## src/design/pktg_pkg.sv

```systemverilog
// Package for the piano key sine tone generator: widths, register codes,
// controller types and the constant frequency and quarter-wave sine tables.
// No dependencies.
`default_nettype none

package pktg_pkg;

    localparam int PHASE_BITS   = 24;
    localparam int SINE_ENTRIES = 1024;
    localparam int KEY_COUNT    = 88;

    localparam int KEY_BITS     = 7;
    localparam int SAMPLE_BITS  = 8;
    localparam int RATE_BITS    = 18;
    localparam int FREQ_BITS    = 21;
    localparam int STEP_SHIFT   = PHASE_BITS - 6;
    localparam int DIV_BITS     = FREQ_BITS + STEP_SHIFT;
    localparam int DIV_CNT_BITS = $clog2(DIV_BITS);
    localparam int IDX_BITS     = $clog2(SINE_ENTRIES);
    localparam int QTR_BITS     = IDX_BITS - 2;
    localparam int SINE_QTR     = SINE_ENTRIES / 4;
    localparam int MAG_BITS     = 8;
    localparam int ROM_BITS     = MAG_BITS + 1;
    localparam int ADDR_BITS    = 3;
    localparam int DATA_BITS    = 32;

    localparam logic [RATE_BITS-1:0]   RATE_RESET  = RATE_BITS'(8000);
    localparam logic [SAMPLE_BITS-1:0] SAMPLE_MID  = SAMPLE_BITS'(128);
    localparam logic [63:0]            HALF_PI_Q30 = 64'd1686629713;

    localparam logic REG_SAMPLE_RATE = 1'b0;

    localparam logic [31:0] SEMITONE_Q16 [12] = '{
        32'd28835840, 32'd30550508, 32'd32367136, 32'd34291786,
        32'd36330882, 32'd38491228, 32'd40780036, 32'd43204943,
        32'd45774043, 32'd48495909, 32'd51379626, 32'd54434817
    };

    typedef logic [KEY_COUNT-1:0][FREQ_BITS-1:0] t_freq_rom;
    typedef logic [SINE_QTR-1:0][ROM_BITS-1:0]   t_sine_rom;

    typedef enum logic [1:0] {
        S_IDLE,
        S_DIV,
        S_LOOKUP,
        S_OUT
    } t_state;

    typedef struct packed {
        logic load;
        logic div_init;
        logic div_step;
        logic div_last;
        logic step_clear;
        logic lookup;
        logic emit;
    } t_cmd;

    typedef struct packed {
        logic in_sounds;
        logic out_stall;
    } t_status;

    // Magnitude floor(128*sin) and a flag for a nonzero fraction, first quadrant.
    function automatic logic [ROM_BITS-1:0] sine_q_entry(input int unsigned q);
        logic [63:0] x;
        logic [63:0] x2;
        logic [63:0] term;
        logic [63:0] sum;
        x    = (64'(q) * 64'd4 * HALF_PI_Q30) / SINE_ENTRIES;
        x2   = (x * x) >> 30;
        term = x;
        sum  = x;
        term = ((term * x2) >> 30) / 64'd6;
        sum  = (sum >= term) ? sum - term : 64'd0;
        term = ((term * x2) >> 30) / 64'd20;
        sum  = sum + term;
        term = ((term * x2) >> 30) / 64'd42;
        sum  = (sum >= term) ? sum - term : 64'd0;
        term = ((term * x2) >> 30) / 64'd72;
        sum  = sum + term;
        term = ((term * x2) >> 30) / 64'd110;
        sum  = (sum >= term) ? sum - term : 64'd0;
        term = ((term * x2) >> 30) / 64'd156;
        sum  = sum + term;
        term = ((term * x2) >> 30) / 64'd210;
        sum  = (sum >= term) ? sum - term : 64'd0;
        return {sum[30:23], |sum[22:0]};
    endfunction

    function automatic t_sine_rom build_sine_rom();
        t_sine_rom rom;
        for (int q = 0; q < SINE_QTR; q++) begin
            rom[q] = sine_q_entry(q);
        end
        return rom;
    endfunction

    function automatic t_freq_rom build_freq_rom();
        t_freq_rom   rom;
        int          n;
        logic [63:0] b;
        rom = '0;
        for (int oct = 0; oct < 8; oct++) begin
            for (int semi = 0; semi < 12; semi++) begin
                n = oct * 12 + semi;
                if (n < KEY_COUNT) begin
                    b = 64'(SEMITONE_Q16[semi]);
                    rom[n] = FREQ_BITS'((b + (64'd1 << (11 - oct))) >> (12 - oct));
                end
            end
        end
        return rom;
    endfunction

    localparam t_sine_rom              SINE_ROM  = build_sine_rom();
    localparam logic [ROM_BITS-1:0]    SINE_PEAK = sine_q_entry(SINE_QTR);
    localparam t_freq_rom              FREQ_ROM  = build_freq_rom();

endpackage

`default_nettype wire

```

## src/design/pktg_ctrl.sv

```systemverilog
// Controller state machine of the tone generator: input handshake, divider
// sequencing, table lookup and result hand-off. Depends on pktg_pkg.
`default_nettype none

module pktg_ctrl (
    input  wire                 i_clk,
    input  wire                 i_rst_n,
    input  wire                 i_s_tvalid,
    input  wire                 i_note_start,
    input  pktg_pkg::t_status   i_status,
    output logic                o_s_tready,
    output pktg_pkg::t_cmd      o_cmd
);
    import pktg_pkg::*;

    t_state                  r_state;
    t_state                  n_state;
    logic [DIV_CNT_BITS-1:0] r_cnt;
    logic [DIV_CNT_BITS-1:0] n_cnt;

    always_ff @(posedge i_clk) begin
        if (!i_rst_n) begin
            r_state <= S_IDLE;
            r_cnt   <= '0;
        end else begin
            r_state <= n_state;
            r_cnt   <= n_cnt;
        end
    end

    always_comb begin
        n_state    = r_state;
        n_cnt      = r_cnt;
        o_s_tready = 1'b0;
        o_cmd      = '0;
        case (r_state)
            S_IDLE: begin
                o_s_tready = 1'b1;
                if (i_s_tvalid) begin
                    o_cmd.load = 1'b1;
                    if (i_note_start && i_status.in_sounds) begin
                        o_cmd.div_init = 1'b1;
                        n_cnt          = '0;
                        n_state        = S_DIV;
                    end else begin
                        o_cmd.step_clear = i_note_start;
                        n_state          = S_LOOKUP;
                    end
                end
            end
            S_DIV: begin
                o_cmd.div_step = 1'b1;
                if (r_cnt == DIV_CNT_BITS'(DIV_BITS - 1)) begin
                    o_cmd.div_last = 1'b1;
                    n_state        = S_LOOKUP;
                end else begin
                    n_cnt = r_cnt + 1'b1;
                end
            end
            S_LOOKUP: begin
                o_cmd.lookup = 1'b1;
                n_state      = S_OUT;
            end
            S_OUT: begin
                if (!i_status.out_stall) begin
                    o_cmd.emit = 1'b1;
                    n_state    = S_IDLE;
                end
            end
            default: begin
                n_state = S_IDLE;
            end
        endcase
    end

endmodule

`default_nettype wire

```

## src/design/pktg_datapath.sv

```systemverilog
// Datapath of the tone generator: phase accumulator, phase step, bit-serial
// step divider, sine table read and output register. Depends on pktg_pkg.
`default_nettype none

module pktg_datapath (
    input  wire                                 i_clk,
    input  wire                                 i_rst_n,
    input  pktg_pkg::t_cmd                      i_cmd,
    input  wire  [pktg_pkg::KEY_BITS-1:0]       i_key,
    input  wire                                 i_note_start,
    input  wire  [pktg_pkg::RATE_BITS-1:0]      i_rate,
    input  wire                                 i_m_tready,
    output pktg_pkg::t_status                   o_status,
    output logic                                o_m_tvalid,
    output logic [pktg_pkg::SAMPLE_BITS-1:0]    o_m_tdata
);
    import pktg_pkg::*;

    logic                   r_sounds;
    logic [PHASE_BITS-1:0]  r_phase;
    logic [PHASE_BITS-1:0]  r_step;
    logic [DIV_BITS-1:0]    r_div_q;
    logic [RATE_BITS-1:0]   r_rem;
    logic [ROM_BITS-1:0]    r_rom;
    logic                   r_neg;
    logic                   r_out_valid;
    logic [SAMPLE_BITS-1:0] r_out;

    logic                   in_sounds;
    logic [FREQ_BITS-1:0]   freq_in;
    logic [RATE_BITS-1:0]   rate_eff;
    logic [RATE_BITS:0]     rem_shift;
    logic                   fits;
    logic [RATE_BITS:0]     rem_diff;
    logic [RATE_BITS-1:0]   n_rem;
    logic [DIV_BITS-1:0]    n_div_q;
    logic [IDX_BITS-1:0]    idx;
    logic [QTR_BITS-1:0]    qtr_j;
    logic [QTR_BITS-1:0]    qtr_addr;
    logic                   qtr_peak;
    logic [MAG_BITS-1:0]    mag;
    logic [MAG_BITS:0]      pos_sum;
    logic [MAG_BITS:0]      neg_mag;
    logic [MAG_BITS:0]      neg_diff;
    logic [SAMPLE_BITS-1:0] pos_val;
    logic [SAMPLE_BITS-1:0] neg_val;
    logic [SAMPLE_BITS-1:0] sample;

    assign in_sounds = (i_key != '0) && (i_key <= KEY_BITS'(KEY_COUNT));
    assign freq_in   = in_sounds ? FREQ_ROM[KEY_BITS'(i_key - 1'b1)] : '0;
    assign rate_eff  = (i_rate == '0) ? RATE_BITS'(1) : i_rate;

    assign rem_shift = {r_rem, r_div_q[DIV_BITS-1]};
    assign fits      = rem_shift >= {1'b0, rate_eff};
    assign rem_diff  = rem_shift - {1'b0, rate_eff};
    assign n_rem     = fits ? rem_diff[RATE_BITS-1:0] : rem_shift[RATE_BITS-1:0];
    assign n_div_q   = {r_div_q[DIV_BITS-2:0], fits};

    assign idx      = r_phase[PHASE_BITS-1 -: IDX_BITS];
    assign qtr_j    = idx[QTR_BITS-1:0];
    assign qtr_addr = idx[QTR_BITS] ? QTR_BITS'(~qtr_j + 1'b1) : qtr_j;
    assign qtr_peak = idx[QTR_BITS] && (qtr_j == '0);

    assign mag      = r_rom[ROM_BITS-1:1];
    assign pos_sum  = {1'b0, SAMPLE_MID} + {1'b0, mag};
    assign pos_val  = pos_sum[MAG_BITS] ? '1 : pos_sum[SAMPLE_BITS-1:0];
    assign neg_mag  = {1'b0, mag} + (MAG_BITS+1)'(r_rom[0]);
    assign neg_diff = {1'b0, SAMPLE_MID} - neg_mag;
    assign neg_val  = (neg_mag > {1'b0, SAMPLE_MID}) ? '0 : neg_diff[SAMPLE_BITS-1:0];
    assign sample   = !r_sounds ? SAMPLE_MID : (r_neg ? neg_val : pos_val);

    always_ff @(posedge i_clk) begin
        if (!i_rst_n) begin
            r_phase     <= '0;
            r_step      <= '0;
            r_out_valid <= 1'b0;
        end else begin
            if (i_cmd.load && i_note_start) begin
                r_phase <= '0;
            end else if (i_cmd.emit && r_sounds) begin
                r_phase <= r_phase + r_step;
            end
            if (i_cmd.step_clear) begin
                r_step <= '0;
            end else if (i_cmd.div_step && i_cmd.div_last) begin
                r_step <= n_div_q[PHASE_BITS-1:0];
            end
            if (i_cmd.emit) begin
                r_out_valid <= 1'b1;
            end else if (i_m_tready) begin
                r_out_valid <= 1'b0;
            end
        end
    end

    always_ff @(posedge i_clk) begin
        if (i_cmd.load) begin
            r_sounds <= in_sounds;
        end
        if (i_cmd.div_init) begin
            r_div_q <= DIV_BITS'(freq_in) << STEP_SHIFT;
            r_rem   <= '0;
        end else if (i_cmd.div_step) begin
            r_div_q <= n_div_q;
            r_rem   <= n_rem;
        end
        if (i_cmd.lookup) begin
            r_rom <= qtr_peak ? SINE_PEAK : SINE_ROM[qtr_addr];
            r_neg <= idx[IDX_BITS-1];
        end
        if (i_cmd.emit) begin
            r_out <= sample;
        end
    end

    assign o_status.in_sounds = in_sounds;
    assign o_status.out_stall = r_out_valid && !i_m_tready;
    assign o_m_tvalid         = r_out_valid;
    assign o_m_tdata          = r_out;

endmodule

`default_nettype wire

```

## src/design/piano_key_sine_tone_generator_unit.sv

```systemverilog
// An accepted beat passes the lookup and output states on to the output register;
// on a note start of a sounding key the bit-serial step divider runs first.
// A beat is accepted only in the idle state, so a new beat waits until the last
// sample is emitted; a full output register waiting on i_m_tready holds the emit.
// Reset (synchronous, active low): phase and step clear to zero, sample_rate
// returns to 8000 and the output register empties. Tables are constant logic.
`default_nettype none

module piano_key_sine_tone_generator_unit (
    input  wire                                 i_clk,
    input  wire                                 i_rst_n,
    input  wire                                 i_s_tvalid,
    output logic                                o_s_tready,
    input  wire  [7:0]                          i_s_tdata,  // [6:0] key, [7] zero
    input  wire                                 i_s_tuser,  // [0] note_start
    output logic                                o_m_tvalid,
    input  wire                                 i_m_tready,
    output logic [pktg_pkg::SAMPLE_BITS-1:0]    o_m_tdata,  // [7:0] sample
    input  wire                                 psel,
    input  wire                                 penable,
    input  wire                                 pwrite,
    input  wire  [pktg_pkg::ADDR_BITS-1:0]      paddr,
    input  wire  [pktg_pkg::DATA_BITS-1:0]      pwdata,
    output logic [pktg_pkg::DATA_BITS-1:0]      prdata,
    output logic                                pready
);
    import pktg_pkg::*;

    logic [RATE_BITS-1:0] r_rate;
    t_cmd                 cmd;
    t_status              status;
    logic                 reg_sel;

    assign pready  = 1'b1;
    assign reg_sel = paddr[2] == REG_SAMPLE_RATE;
    assign prdata  = reg_sel ? DATA_BITS'(r_rate) : '0;

    always_ff @(posedge i_clk) begin
        if (!i_rst_n) begin
            r_rate <= RATE_RESET;
        end else if (psel && penable && pwrite && pready && reg_sel) begin
            r_rate <= pwdata[RATE_BITS-1:0];
        end
    end

    pktg_ctrl u_ctrl (
        .i_clk        (i_clk),
        .i_rst_n      (i_rst_n),
        .i_s_tvalid   (i_s_tvalid),
        .i_note_start (i_s_tuser),
        .i_status     (status),
        .o_s_tready   (o_s_tready),
        .o_cmd        (cmd)
    );

    pktg_datapath u_datapath (
        .i_clk        (i_clk),
        .i_rst_n      (i_rst_n),
        .i_cmd        (cmd),
        .i_key        (i_s_tdata[KEY_BITS-1:0]),
        .i_note_start (i_s_tuser),
        .i_rate       (r_rate),
        .i_m_tready   (i_m_tready),
        .o_status     (status),
        .o_m_tvalid   (o_m_tvalid),
        .o_m_tdata    (o_m_tdata)
    );

endmodule

`default_nettype wire
```

## config.mk

```make
export PLATFORM = sky130hd
export DESIGN_NAME = piano_key_sine_tone_generator_unit
export DESIGN_NICKNAME = d
export VERILOG_FILES = /design/src/design/pktg_pkg.sv /design/src/design/pktg_ctrl.sv /design/src/design/pktg_datapath.sv /design/src/design/piano_key_sine_tone_generator_unit.sv
export SDC_FILE = /design/constraint.sdc
export NUM_CORES = 1
export LEC_CHECK = 0
export ABC_AREA = 1
export BUFFER_PORTS_ARGS = -buffer_cell sky130_fd_sc_hd__buf_2
export CORE_ASPECT_RATIO = 1.1
export CORE_UTILIZATION = 40
export DETAILED_ROUTE_END_ITERATION = 16
export SYNTH_ARGS = -nofsm -noshare
export SYNTH_HDL_FRONTEND = slang
export SYNTH_HIERARCHICAL = 1
export SYNTH_SLANG_ARGS = --single-unit
```

## constraint.sdc

```tcl
create_clock -name i_clk -period 6.1 [get_ports i_clk]
set_input_delay 0.305 -clock i_clk [delete_from_list [all_inputs] [get_ports i_clk]]
set_output_delay 0.305 -clock i_clk [all_outputs]
set_load 0.02 [all_outputs]
```

# Yosys cells after proc, flatten, opt, wreduce, memory -nomap -nowiden
# Memories as Yosys holds them, arrays and structs flattened. A register that Yosys moved wholly into a read port is not among the register bits.
# Index checks and enable logic that the tools add are counted.
# classes
magnitude_cmp	4
addsub	8
muxes	34
reduce_logical	22
n_bitwise	3
eq_ne	9
# op_table
op	n
$mux 39	2
$mux 18	3
$mux 21	2
$mux 8	4
$add 24x24->24	1
$ge 19x18->1	1
$logic_not 18->1	1
$mux 6	3
$sub 18x18->18	1
$mux 2	7
$pmux 6 s2	1
$mux 1	11
$logic_and 1x1->1	10
$add 8x1->9	1
$add 8x8->9 const A	1
$gt 9x8->1 const B	1
$add 8x1->8 const B	1
$logic_not 8->1	1
$lt 7x8->1 const B	1
$not 8->8	1
$pmux 2 s4	1
$sub 8x8->8 const A	1
$le 7x7->1 const B	1
$reduce_bool 7->1	1
14 further kinds	22
# totals
mem_bits_ro	4992
out_inout_bits	43
reg_bits	142
elab_cells	94
memories	2
# memory_table
memory	depth	word_bits	rd	rd_clocked_by_memory_dff	wr	line	text
(no name shown)	128	21	1	0	0	pktg_datapath.sv:50	assign freq_in = in_sounds ? FREQ_ROM[KEY_BITS'(i_key - 1'b1)] : '0;
(no name shown)	256	9	1	1	0	pktg_datapath.sv:108	r_rom <= qtr_peak ? SINE_PEAK : SINE_ROM[qtr_addr];

# Logic depth before layout (Yosys ltp)
# Gate-level depths: netlist of the first run.
# depth
depth_word	8
ltp_mapped	19

# Cells and area by module
# The synthesis of the first run kept the hierarchy.
# by_module_without_submodules
mod	area_per_inst_um2	instances	cells_per_inst	seq_area_each_um2
pktg_datapath	10822.9	1	1732	2892.8
piano_key_sine_tone_generator_unit	1144.8	1	164	360.3
pktg_ctrl	630.6	1	101	160.2

# Worst setup path before layout of the first run
# No wires, ideal clock.
# synth_timing
path_type	in2reg
from	input i_s_tdata[0]
to	register u_datapath.r_div_q[18], enable pin
arrival_time_ns	2.589
slack_ns	3.117
setup_time_ns	0.394
path_stages	13
path_cell_list	inv_1 -> ha_1 -> clkbuf_1 -> nand2_1 -> nand3_1 -> nand3_1 -> nand2_1 -> buf_4 -> nand2_1 -> nor2_1 -> nor2_1 -> clkinv_1 -> clkbuf_1
# synth_rtl
item	line	text
from (decl)	piano_key_sine_tone_generator_unit.sv:14	input wire [7:0] i_s_tdata,
to (signal assigned)	pktg_datapath.sv:101	r_div_q <= DIV_BITS'(freq_in) << STEP_SHIFT;
to (signal assigned)	pktg_datapath.sv:104	r_div_q <= n_div_q;
to (decl)	pktg_datapath.sv:22	logic [DIV_BITS-1:0] r_div_q;

# Final worst setup path of the first run
# layout_timing
from	input i_s_tdata[0]
to	register u_datapath.r_div_q[27], data pin
# layout_via
elab_chain_len	7
# layout_rtl
item	line	text
branches (longest 6 deep; another with $mem_v2 128x21)	-	
$mux 39 (*)	pktg_datapath.sv:100	if (i_cmd.div_init) begin
# Every way passes the cells marked *. The select of a mux whose other input is x is not followed.
# A chain may end at the register's enable or synchronous reset.

==> results.sh, run 1 <==
export IMPL_synth_seq_area_share_pct=27.1
export IMPL_sw_frac_of_total_pct=41.1
export IMPL_synth_edf_count=39
export IMPL_gp_congestion=0.986
export IMPL_coreArea_sq_um=30800
export IMPL_yosysTopAreaCell="dfxtp_1"
export IMPL_crit_type="in2reg"
export IMPL_synth_top_area_share_pct=17.8
export IMPL_syn_area_sq_um=12600
export IMPL_cts_path_max_buffers=2
export IMPL_arrival_ns=3.71
export IMPL_via_count=12900
export IMPL_grt_pass1_vias=11900
export IMPL_antenna_found_initial=0
export IMPL_routedWlPerCell_um=14.6
export IMPL_hold_viol=0
export IMPL_grt_max_degree=46
export IMPL_worstMarginPinSlew_ns=1.11
export IMPL_synth_fa_ha_area_share_pct=7.77
export IMPL_seq_power_share_pct=32.9
export IMPL_final_cell_mix="nand2_1 (537), inv_1 (234), nor2_1 (229), nand3_1 (175), o21ai_0 (133)"
export IMPL_cellPowerDensity_nw_per_um2=311
export IMPL_hold_buffers=0
export IMPL_synth_xor_area_share_pct=2.16
export IMPL_place_hpwl_mm=26.5
export IMPL_fin_crit_sh_pct=57.8
export IMPL_cts_clk_slew_worst_paths_ns=0.07
export IMPL_slew_headroom_pct=25.7
export IMPL_cts_sinks=151
export IMPL_outcome="finished clean"
export IMPL_drc=0
export IMPL_clk_insertion_delay_late_ns=0.43
export IMPL_drive_above_1_share_pct=8.14
export IMPL_multi_input_area_sq_um=7790
export IMPL_io_pins=94
export IMPL_place_ws_ns=2.26
export IMPL_start_kind="input port"
export IMPL_cts_tree="built"
export IMPL_syn_area_per_cell_sq_um=6.31
export IMPL_post_drt_via_cell_ratio=5.30
export IMPL_cp_max_fo=28
export IMPL_grt_pass1_wl_mm=58.3
export IMPL_synthArstFlopShare_pct=0
export IMPL_peakVddDrop_uv=176
export IMPL_power_switching_mw=1.75
export IMPL_synth_top_family_by_area="simple AND/OR/NAND/NOR gates"
export IMPL_cap_violations=0
export IMPL_die_w_um=171
export IMPL_leakagePower_nw=6.61
export IMPL_fin_skew_ns=0.00925
export IMPL_rsz0062_at_grt="false"
export IMPL_max_freq_mhz=283
export IMPL_fill_cells=3301
export IMPL_numCtsBuffers=17
export IMPL_fin_crit_ns=3.53
export IMPL_drt_iter0_markers=1095
export IMPL_required_ns=6.28
export IMPL_endpoint_kind="register"
export IMPL_cts_root_buf="clkbuf_16"
export IMPL_synth_compound_area_share_pct=16.6
export IMPL_track_usage_pct=22.3
export IMPL_yosysWarnings=6
export IMPL_finalWirelength_mm=35.5
export IMPL_diodes=0
export IMPL_cts_resized=0
export IMPL_initial_utilization_pct=40.9
export IMPL_setup_tns_ns=0
export IMPL_io_buffers=61
export IMPL_total_power_mw=4.25
export IMPL_ff_latch_area_sq_um=3410
export IMPL_nNetsFinal=2143
export IMPL_grt_ovfl_total=0
export IMPL_synthTopCellsByArea="dfxtp_1 (18%), nand2_1 (16%), edfxtp_1 (9.3%)"
export IMPL_ant_nets=0
export IMPL_area_delta_synth_final_pct=8.46
export IMPL_postCtsSetupRepairBufs=0
export IMPL_die_y_um=188
export IMPL_finalMaxSlewViolations=0
export IMPL_pwr_share_comb_pct=41.7
export IMPL_intPower_mw=2.50
export IMPL_synthSimpleGateAreaFrac_pct=34.8
export IMPL_synth_flop_cell="dfxtp_1"
export IMPL_p_clk_share_pct=25.4
export IMPL_drt_pre_antenna_iters=5
export IMPL_setup_viol_count_final=0
export IMPL_rows=67
export IMPL_final_common_cell="nand2_1"
export IMPL_ys_ff_latch=151
export IMPL_ys_types=54
export IMPL_fin_ws_ns=2.57
export IMPL_worst_hold_path_type="in2reg"
export IMPL_die_area_sq_um=32200
export IMPL_synth_mux_area_share_pct=0
export IMPL_htreeDepth=4
export IMPL_netlist_instances=1997
==> sequential cells by signal, summed over array words and instances, names as in the netlist <==
register	flops
u_datapath/r_rom	9
u_datapath/r_div_q	39
u_ctrl/r_state	2
u_datapath/r_neg	1
u_datapath/r_phase	24
r_rate	18
u_datapath/o_m_tdata	8
u_ctrl/r_cnt	6
u_datapath/o_m_tvalid	1
u_datapath/r_sounds	1
u_datapath/r_step	24
u_datapath/r_rem	18
==> synth_stat cells, types with 13 or more instances <==
master	number
o211ai_1	29
dfxtp_1	112
o22ai_1	18
nand3_1	175
buf_4	22
clkbuf_1	30
nor2_1	230
inv_2	13
o21ai_0	133
ha_1	75
nor3_1	15
a211oi_1	18
nand4_1	23
inv_1	234
nand2_1	537
xor2_1	20
buf_2	27
a21oi_1	119
edfxtp_1	39
==> worst max-delay path, stage by stage <==
cell and delay [ns]:
buf_2 0.17, inv_1 0.28, ha_1 0.38, inv_1 0.11
ha_1 0.85, nand2_1 0.39, o21ai_0 0.22, inv_1 0.09
o21ai_0 0.25, nor2_1 0.07, o21ai_0 0.37, nand2_1 0.09
nand2_1 0.08, nand2_1 0.05
==> final timing paths <==
check / from / slack [ns] / depth (start not counted) / end
hold reg to reg: u_datapath/r_rem[17]$_SDFFE_PP0P_ / 0.46 / 2 / u_datapath/r_rem[17]$_SDFFE_PP0P_
setup / recovery: i_s_tdata[0] / 2.57 / 14 / u_datapath/r_div_q[27]$_DFFE_PP_
hold / removal: pwdata[11] / 0.08 / 3 / r_rate[11]$_SDFFE_PN1P_
setup reg to reg: u_datapath/r_phase[22]$_SDFFE_PP0P_ / 3.03 / 12 / u_datapath/r_rom[6]$_SDFFCE_PP0P_
==> metrics by stage <==
stage                     std cells  area (sq um)  hold WS (ns)  util, %
after floorplan                2010         12600         0.425        -
after global placement         2410         13100         0.441     42.5
after detailed placement       2410         13100         0.455     42.5
after CTS                      2442         13700        0.0663     44.4
after global routing           2442         13700        0.0844     44.4
final                          2442         13700        0.0801     44.4
==> final cells by class <==
type / count / share of cell area [%]
Inverter: 250 / 6.87
Clock inverter: 15 / 1.29
Multi-Input combinational cell: 1521 / 57.0
Clock buffer: 17 / 3.11
Sequential cell: 151 / 25.0
Timing Repair Buffer: 74 / 2.95
Tap cell: 414 / 3.79
==> per-layer routing <==
layer	GRT usage [%]	vias up	part of all wire, %
met5	0	-	0
met3	2.66	68	4.6
li1	-	6550	-
met4	8.59	0	2.8
met2	37.0	355	47
met1	29.3	5968	46
==> logic make-up after synthesis <==
logic type	Yosys count
flops	151
simple gates	1032
compound gates	366
other cells	2
xor+xnor	31
fa+ha+maj	77
buf+inv	338
==> power by group through the flow <==
stage / registers (mW) / logic, mW / clock network, mW
after CTS: 1.40 / 1.76 / 1.11
after global placement: 1.41 / 1.74 / 0
after detailed placement: 1.41 / 1.76 / 0
after floorplan: 1.38 / 1.36 / 0
final: 1.40 / 1.77 / 1.08
after global routing: 1.42 / 2.01 / 1.15
No activity file was read; power rests on OpenSTA's default activity.
==> run 2: changes to the inputs <==
clock period = 3 ns   (was 6.1 ns; I/O delays follow)
==> run 2 against run 1 <==
Compared with the run above:
- worst setup slack got worse by 2.3 ns
- die area did not move
- first-iteration DRC count fell by 9.9%
- total power rose by 100%
- via count rose by 1.0%
- combinational power rose by 110%
- sequential share of layout area fell by 0.61 points
- design area rose by 2.5%
- register-to-register slack got worse by 2.8 ns
- utilization rose by 1.1 points
- non-clock buffer count rose by 42
- critical endpoint is now u_datapath/r_rem[10]$_SDFFE_PP0P_
- largest power group unchanged
==> results.sh, run 2 (synthesis results as in run 1) <==
export IMPL_fin_crit_sh_pct=91.3
export IMPL_cts_root_buf="clkbuf_16"
export IMPL_drive_above_1_share_pct=9.81
export IMPL_final_common_cell="nand2_1"
export IMPL_outcome="finished clean"
export IMPL_holdPathEnd="r_rate[16]$_SDFFE_PN0P_"
export IMPL_fin_skew_ns=0.00905
export IMPL_diodes=0
export IMPL_antenna_found_initial=0
export IMPL_slew_headroom_pct=43.4
export IMPL_drt_iter0_markers=987
export IMPL_whs_path_depth=5
export IMPL_largestRegisters="u_datapath/r_div_q: 39 flops, u_datapath/r_phase: 24 flops, u_datapath/r_step: 24 flops"
export IMPL_arrival_ns=3.11
export IMPL_cellPowerDensity_nw_per_um2=621
export IMPL_crit_reg2reg_launch="r_rate[8]$_SDFFE_PN1P_"
export IMPL_largest_reg_flops=39
export IMPL_worst_hold_path_type="in2reg"
export IMPL_io_pins=94
export IMPL_via_count=13100
export IMPL_cts_path_max_buffers=2
export IMPL_r2r_end="u_datapath/r_rem[10]$_SDFFE_PP0P_"
export IMPL_post_drt_via_cell_ratio=5.26
export IMPL_gp_congestion=0.983
export IMPL_drc=0
export IMPL_die_y_um=188
export IMPL_regMostFlops="u_datapath/r_div_q"
export IMPL_place_ws_ns=0.193
export IMPL_crit_type="reg2reg"
export IMPL_design_area_sq_um=14000
export IMPL_r2r_cells=19
export IMPL_worstHoldStart="pwdata[16]"
export IMPL_final_cell_mix="nand2_1 (536), inv_1 (234), nor2_1 (229), nand3_1 (175), o21ai_0 (133)"
export IMPL_fin_crit_ns=2.74
export IMPL_grt_ovfl_total=0
export IMPL_grt_max_degree=46
export IMPL_track_usage_pct=23.1
export IMPL_start_kind="register"
export IMPL_grt_pass1_wl_mm=60.2
export IMPL_nNetsFinal=2185
export IMPL_die_area_sq_um=32200
export IMPL_grt_pass1_vias=12200
export IMPL_cts_tree="built"
export IMPL_required_ns=3.38
export IMPL_cp_max_fo=3
export IMPL_routedWlPerCell_um=14.6
export IMPL_max_freq_mhz=365
export IMPL_clk_insertion_delay_late_ns=0.43
export IMPL_area_delta_synth_final_pct=11.2
export IMPL_rsz0062_at_grt="true"
export IMPL_leakagePower_nw=6.83
export IMPL_finalWirelength_mm=36.2
export IMPL_cts_clk_slew_worst_paths_ns=0.06
export IMPL_die_w_um=171
export IMPL_cap_violations=0
export IMPL_initial_utilization_pct=40.9
export IMPL_place_hpwl_mm=27.8
export IMPL_htreeDepth=4
export IMPL_io_buffers=61
export IMPL_rows=67
export IMPL_peakVddDrop_uv=371
export IMPL_critical_path_startpoint="r_rate[8]$_SDFFE_PN1P_"
export IMPL_postPlaceCellArea_sq_um=13300
export IMPL_cts_sinks=151
export IMPL_ant_nets=0
export IMPL_postCtsSetupRepairBufs=0
export IMPL_setup_viol_count_final=0
export IMPL_drt_pre_antenna_iters=6
export IMPL_finalMaxSlewViolations=0
export IMPL_coreArea_sq_um=30800
export IMPL_total_power_mw=8.70
export IMPL_fin_ws_ns=0.261
export IMPL_hold_viol=0
export IMPL_worstMarginPinSlew_ns=0.847
export IMPL_numCtsBuffers=17
export IMPL_ff2ff_setup_slack_ns=0.26
export IMPL_fill_cells=3319
export IMPL_endpoint_kind="register"
## run 2: what timing repair did
| action | 4_1_cts | 5_1_grt |
|---|---|---|
| setup endpoints to repair | 0 | 6 |
| hold buffers | 6 | 0 |
| gates resized for setup | 0 | 2 |
| hold endpoints to repair | 6 | 0 |
## run 2: final cells by class
class	instances	area, sq um	share of cell area (%)
clock buffers	20	479	3.42
clock inverters	12	114	0.813
flip-flops and latches	151	3410	24.4
inverters	250	938	6.70
well taps	414	518	3.70
repair buffers	116	746	5.32
multi-input cells	1521	7800	55.7
## run 2: worst max-delay path, stage by stage (launching register included)
cell,delay (ns)
dfxtp_1,0.32
inv_1,0.08
nand4_1,0.15
nor3_2,0.25
a31o_2,0.20
ha_1,0.16
inv_1,0.06
fa_1,0.40
inv_1,0.07
nor2_1,0.04
nor2_1,0.12
buf_4,0.13
o21bai_1,0.10
nand3_1,0.09
nand2_1,0.06
nand2_1,0.06
inv_1,0.03
o21ai_0,0.14
nand3_1,0.13
nand2_1,0.09
## run 2: layer usage
layer	track usage, %	part of all wire, %
met1	30.0	46
met4	8.93	2.9
met3	2.34	3.9
met5	0	0
met2	39.1	48
## run 2: stage by stage
stage | util, % | TNS [ns] | hold slack, ns | cells
6_report | 45.5 | 0 | 0.0252 | 2484
5_1_grt | 45.5 | -0.0570 | 0.0232 | 2484
4_1_cts | 45.5 | 0 | 0.0101 | 2484
3_5_place_dp | 43.4 | 0 | 0.366 | 2446
3_3_place_gp | 43.4 | 0 | 0.363 | 2446
2_1_floorplan | - | 0 | 0.270 | 2010
## run 2: worst max-delay path by stage
stage                                   endpoint  slack, ns  depth (start not counted)
5_1_grt        u_datapath/r_rem[10]$_SDFFE_PP0P_      -0.06                         19
2_1_floorplan   u_datapath/r_div_q[18]$_DFFE_PP_       0.17                         13
3_5_place_dp    u_datapath/r_div_q[22]$_DFFE_PP_       0.19                         15
4_1_cts        u_datapath/r_rem[10]$_SDFFE_PP0P_       0.18                         19
6_report       u_datapath/r_rem[10]$_SDFFE_PP0P_       0.26                         19
3_3_place_gp   u_datapath/r_rem[12]$_SDFFE_PP0P_       0.18                         18
## run 2: power breakdown
group | internal, mW | switching (mW) | total, mW | leakage, nW
registers | 2.59 | 0.260 | 2.85 | 1.28
clock network | 1.25 | 0.880 | 2.13 | 0.289
logic | 1.28 | 2.44 | 3.72 | 5.27
==> run 3: changes to the inputs <==
CORE_UTILIZATION = 56   (was 40)
PLACE_DENSITY = 0.78   (was default)
SKIP_LAST_GASP = 1   (was default)
==> run 3 against run 2 <==
Compared with the run above:
- worst setup slack got worse by 0.031 ns
- combinational power about the same
- register-to-register slack got worse by 0.03 ns
- utilization increased by 17 points
- sequential power about the same
- clock power about the same
- wire length decreased by 4.3%
- largest cell class unchanged
- critical endpoint is now u_datapath/r_rom[2]$_SDFFCE_PP0P_
- clock skew increased by 0.0030 ns
- highest routed layer unchanged
==> results.sh, run 3 (synthesis results as in run 1) <==
export IMPL_coreArea_sq_um=22100
export IMPL_die_y_um=159
export IMPL_worstMarginPinSlew_ns=0.824
export IMPL_cap_violations=0
export IMPL_numCtsBuffers=17
export IMPL_clk_insertion_delay_late_ns=0.42
export IMPL_crit_reg2reg_launch="u_datapath/r_phase[14]$_SDFFE_PP0P_"
export IMPL_peakVddDrop_uv=436
export IMPL_area_delta_synth_final_pct=10.5
export IMPL_cts_path_max_buffers=2
export IMPL_drt_iter0_markers=972
export IMPL_regMostFlops="u_datapath/r_div_q"
export IMPL_grt_ovfl_total=0
export IMPL_die_w_um=145
export IMPL_hold_viol=0
export IMPL_cts_tree="built"
export IMPL_fin_skew_ns=0.0120
export IMPL_cpPeakStageDelay_ns=0.47
export IMPL_max_freq_mhz=361
export IMPL_gp_congestion=0.983
export IMPL_worstHoldStart="pwdata[7]"
export IMPL_final_common_cell="nand2_1"
export IMPL_io_pins=94
export IMPL_arrival_ns=2.93
export IMPL_ff2ff_setup_slack_ns=0.23
export IMPL_r2r_end="u_datapath/r_rom[2]$_SDFFCE_PP0P_"
export IMPL_cp_num_buf_inv=2
export IMPL_largestRegisters="u_datapath/r_div_q: 39 flops, u_datapath/r_phase: 24 flops, u_datapath/r_step: 24 flops"
export IMPL_rows=57
export IMPL_cp_max_fo=9
export IMPL_antenna_found_initial=0
export IMPL_finalMaxSlewViolations=0
export IMPL_crit_type="reg2reg"
export IMPL_required_ns=3.17
export IMPL_initial_utilization_pct=57.0
export IMPL_leakagePower_nw=6.87
export IMPL_ant_nets=0
export IMPL_crit_top_cell="nand2_1"
export IMPL_htreeDepth=4
export IMPL_track_usage_pct=30.3
export IMPL_cts_clk_slew_worst_paths_ns=0.07
export IMPL_slew_headroom_pct=45.0
export IMPL_finalWirelength_mm=34.7
export IMPL_r2r_cells=16
export IMPL_routedWlPerCell_um=14.6
export IMPL_whs_path_depth=5
export IMPL_critical_path_top_delay_family="simple AND/OR/NAND/NOR gates"
export IMPL_fin_util_pct=63.0
export IMPL_path_cells="inv_2, ha_1, nand2_1, nand2_1, nand2_2, ha_1, inv_1, nand2_1, nand3_1, nand2_1, nor2_1, nand2_1, nand2_1, nand2_1, nor2_1, nor2_1"
export IMPL_grt_max_degree=48
export IMPL_drt_pre_antenna_iters=6
export IMPL_post_drt_via_cell_ratio=5.59
export IMPL_worst_hold_path_type="in2reg"
export IMPL_outcome="finished clean"
export IMPL_cellPowerDensity_nw_per_um2=626
export IMPL_endpoint_kind="register"
export IMPL_cts_sinks=151
export IMPL_grt_pass1_vias=12200
export IMPL_nNetsFinal=2189
export IMPL_io_buffers=61
export IMPL_place_hpwl_mm=26.2
export IMPL_final_cell_mix="nand2_1 (537), inv_1 (234), nor2_1 (229), nand3_1 (175), o21ai_0 (133)"
export IMPL_fin_crit_sh_pct=92.3
export IMPL_slowest_stage="dfxtp_1"
export IMPL_setup_tns_ns=0
export IMPL_rsz0062_at_grt="false"
export IMPL_drc=0
export IMPL_fin_crit_ns=2.77
export IMPL_holdPathEnd="r_rate[7]$_SDFFE_PN0P_"
export IMPL_diodes=0
export IMPL_cts_root_buf="clkbuf_16"
export IMPL_die_area_sq_um=23100
export IMPL_drive_above_1_share_pct=9.98
export IMPL_start_kind="register"
export IMPL_setup_viol_count_final=0
export IMPL_largest_reg_flops=39
export IMPL_postCtsSetupRepairBufs=0
export IMPL_grt_pass1_wl_mm=58.1
export IMPL_via_count=13200
## run 3: cell count changes in the layout (fill, tap and decap cells not counted), sizes merged
cell / before / now
bufinv: 1 / 0
buf: 110 / 114
clkinvlp: 1 / 2
clkinv: 10 / 6
clkbuf: 20 / 24
## run 3: worst register-to-register path: cells and delay by family (launching register included)
family / cells / cell delay (ns)
simple gates: 12 / 1.24
flops: 1 / 0.47
buf+inv: 2 / 0.25
fa+ha+maj: 2 / 0.56
## run 3: power by group
part,internal (mW),total (mW),switching [mW]
combinational,1.31,3.73,2.42
sequential,2.59,2.85,0.257
clock,1.28,2.14,0.858
## run 3: layout make-up
type / count / area [sq um]
clock buffer: 24 / 547
clock inverter: 8 / 55.1
fill: 2114 / 8190
inverter: 250 / 938
multi-input combinational: 1521 / 7800
sequential: 151 / 3410
tap: 295 / 369
timing repair buffer: 120 / 801
## run 3: through the flow
| stage | worst slack [ns] | hold slack (ns) | std cells | area [sq um] | power [mW] |
|---|---|---|---|---|---|
| 3_5_place_dp | 0.251 | 0.369 | 2331 | 13300 | 6.52 |
| 2_1_floorplan | 0.172 | 0.270 | 2010 | 12600 | 5.59 |
| 6_report | 0.230 | 0.0379 | 2369 | 13900 | 8.71 |
| 4_1_cts | 0.200 | 0.0271 | 2369 | 13900 | 8.71 |
| 5_1_grt | 0.0114 | 0.0523 | 2369 | 13900 | 9.32 |
| 3_3_place_gp | 0.253 | 0.362 | 2331 | 13300 | 6.48 |
## run 3: how the worst max path moves through the flow
stage / start / endpoint / slack (ns) / cells after the start
CTS: r_rate[17]$_SDFFE_PN0P_ / u_datapath/r_rem[12]$_SDFFE_PP0P_ / 0.20 / 18
global placement: r_rate[17]$_SDFFE_PN0P_ / u_datapath/r_rem[12]$_SDFFE_PP0P_ / 0.25 / 18
finish: u_datapath/r_phase[14]$_SDFFE_PP0P_ / u_datapath/r_rom[2]$_SDFFCE_PP0P_ / 0.23 / 16
floorplan: i_s_tdata[0] / u_datapath/r_div_q[18]$_DFFE_PP_ / 0.17 / 13
detailed placement: r_rate[17]$_SDFFE_PN0P_ / u_datapath/r_rem[12]$_SDFFE_PP0P_ / 0.25 / 18
global route: u_datapath/r_phase[14]$_SDFFE_PP0P_ / u_datapath/r_rom[2]$_SDFFCE_PP0P_ / 0.01 / 14
## run 3: layer usage
layer / share of wire, % / wire length [um] / track usage (%)
met4: 3.1 / 1090 / 14.4
met1: 43 / 15000 / 38.2
met5: 0 / 0 / 0
met2: 48 / 16800 / 51.6
met3: 5.2 / 1790 / 3.41
## run 3: timing repair
item                       in CTS  in global routing
hold endpoints to repair        6                  0
hold buffers                    6                  0
resized for setup               0                  2
setup endpoints to repair       0                  3
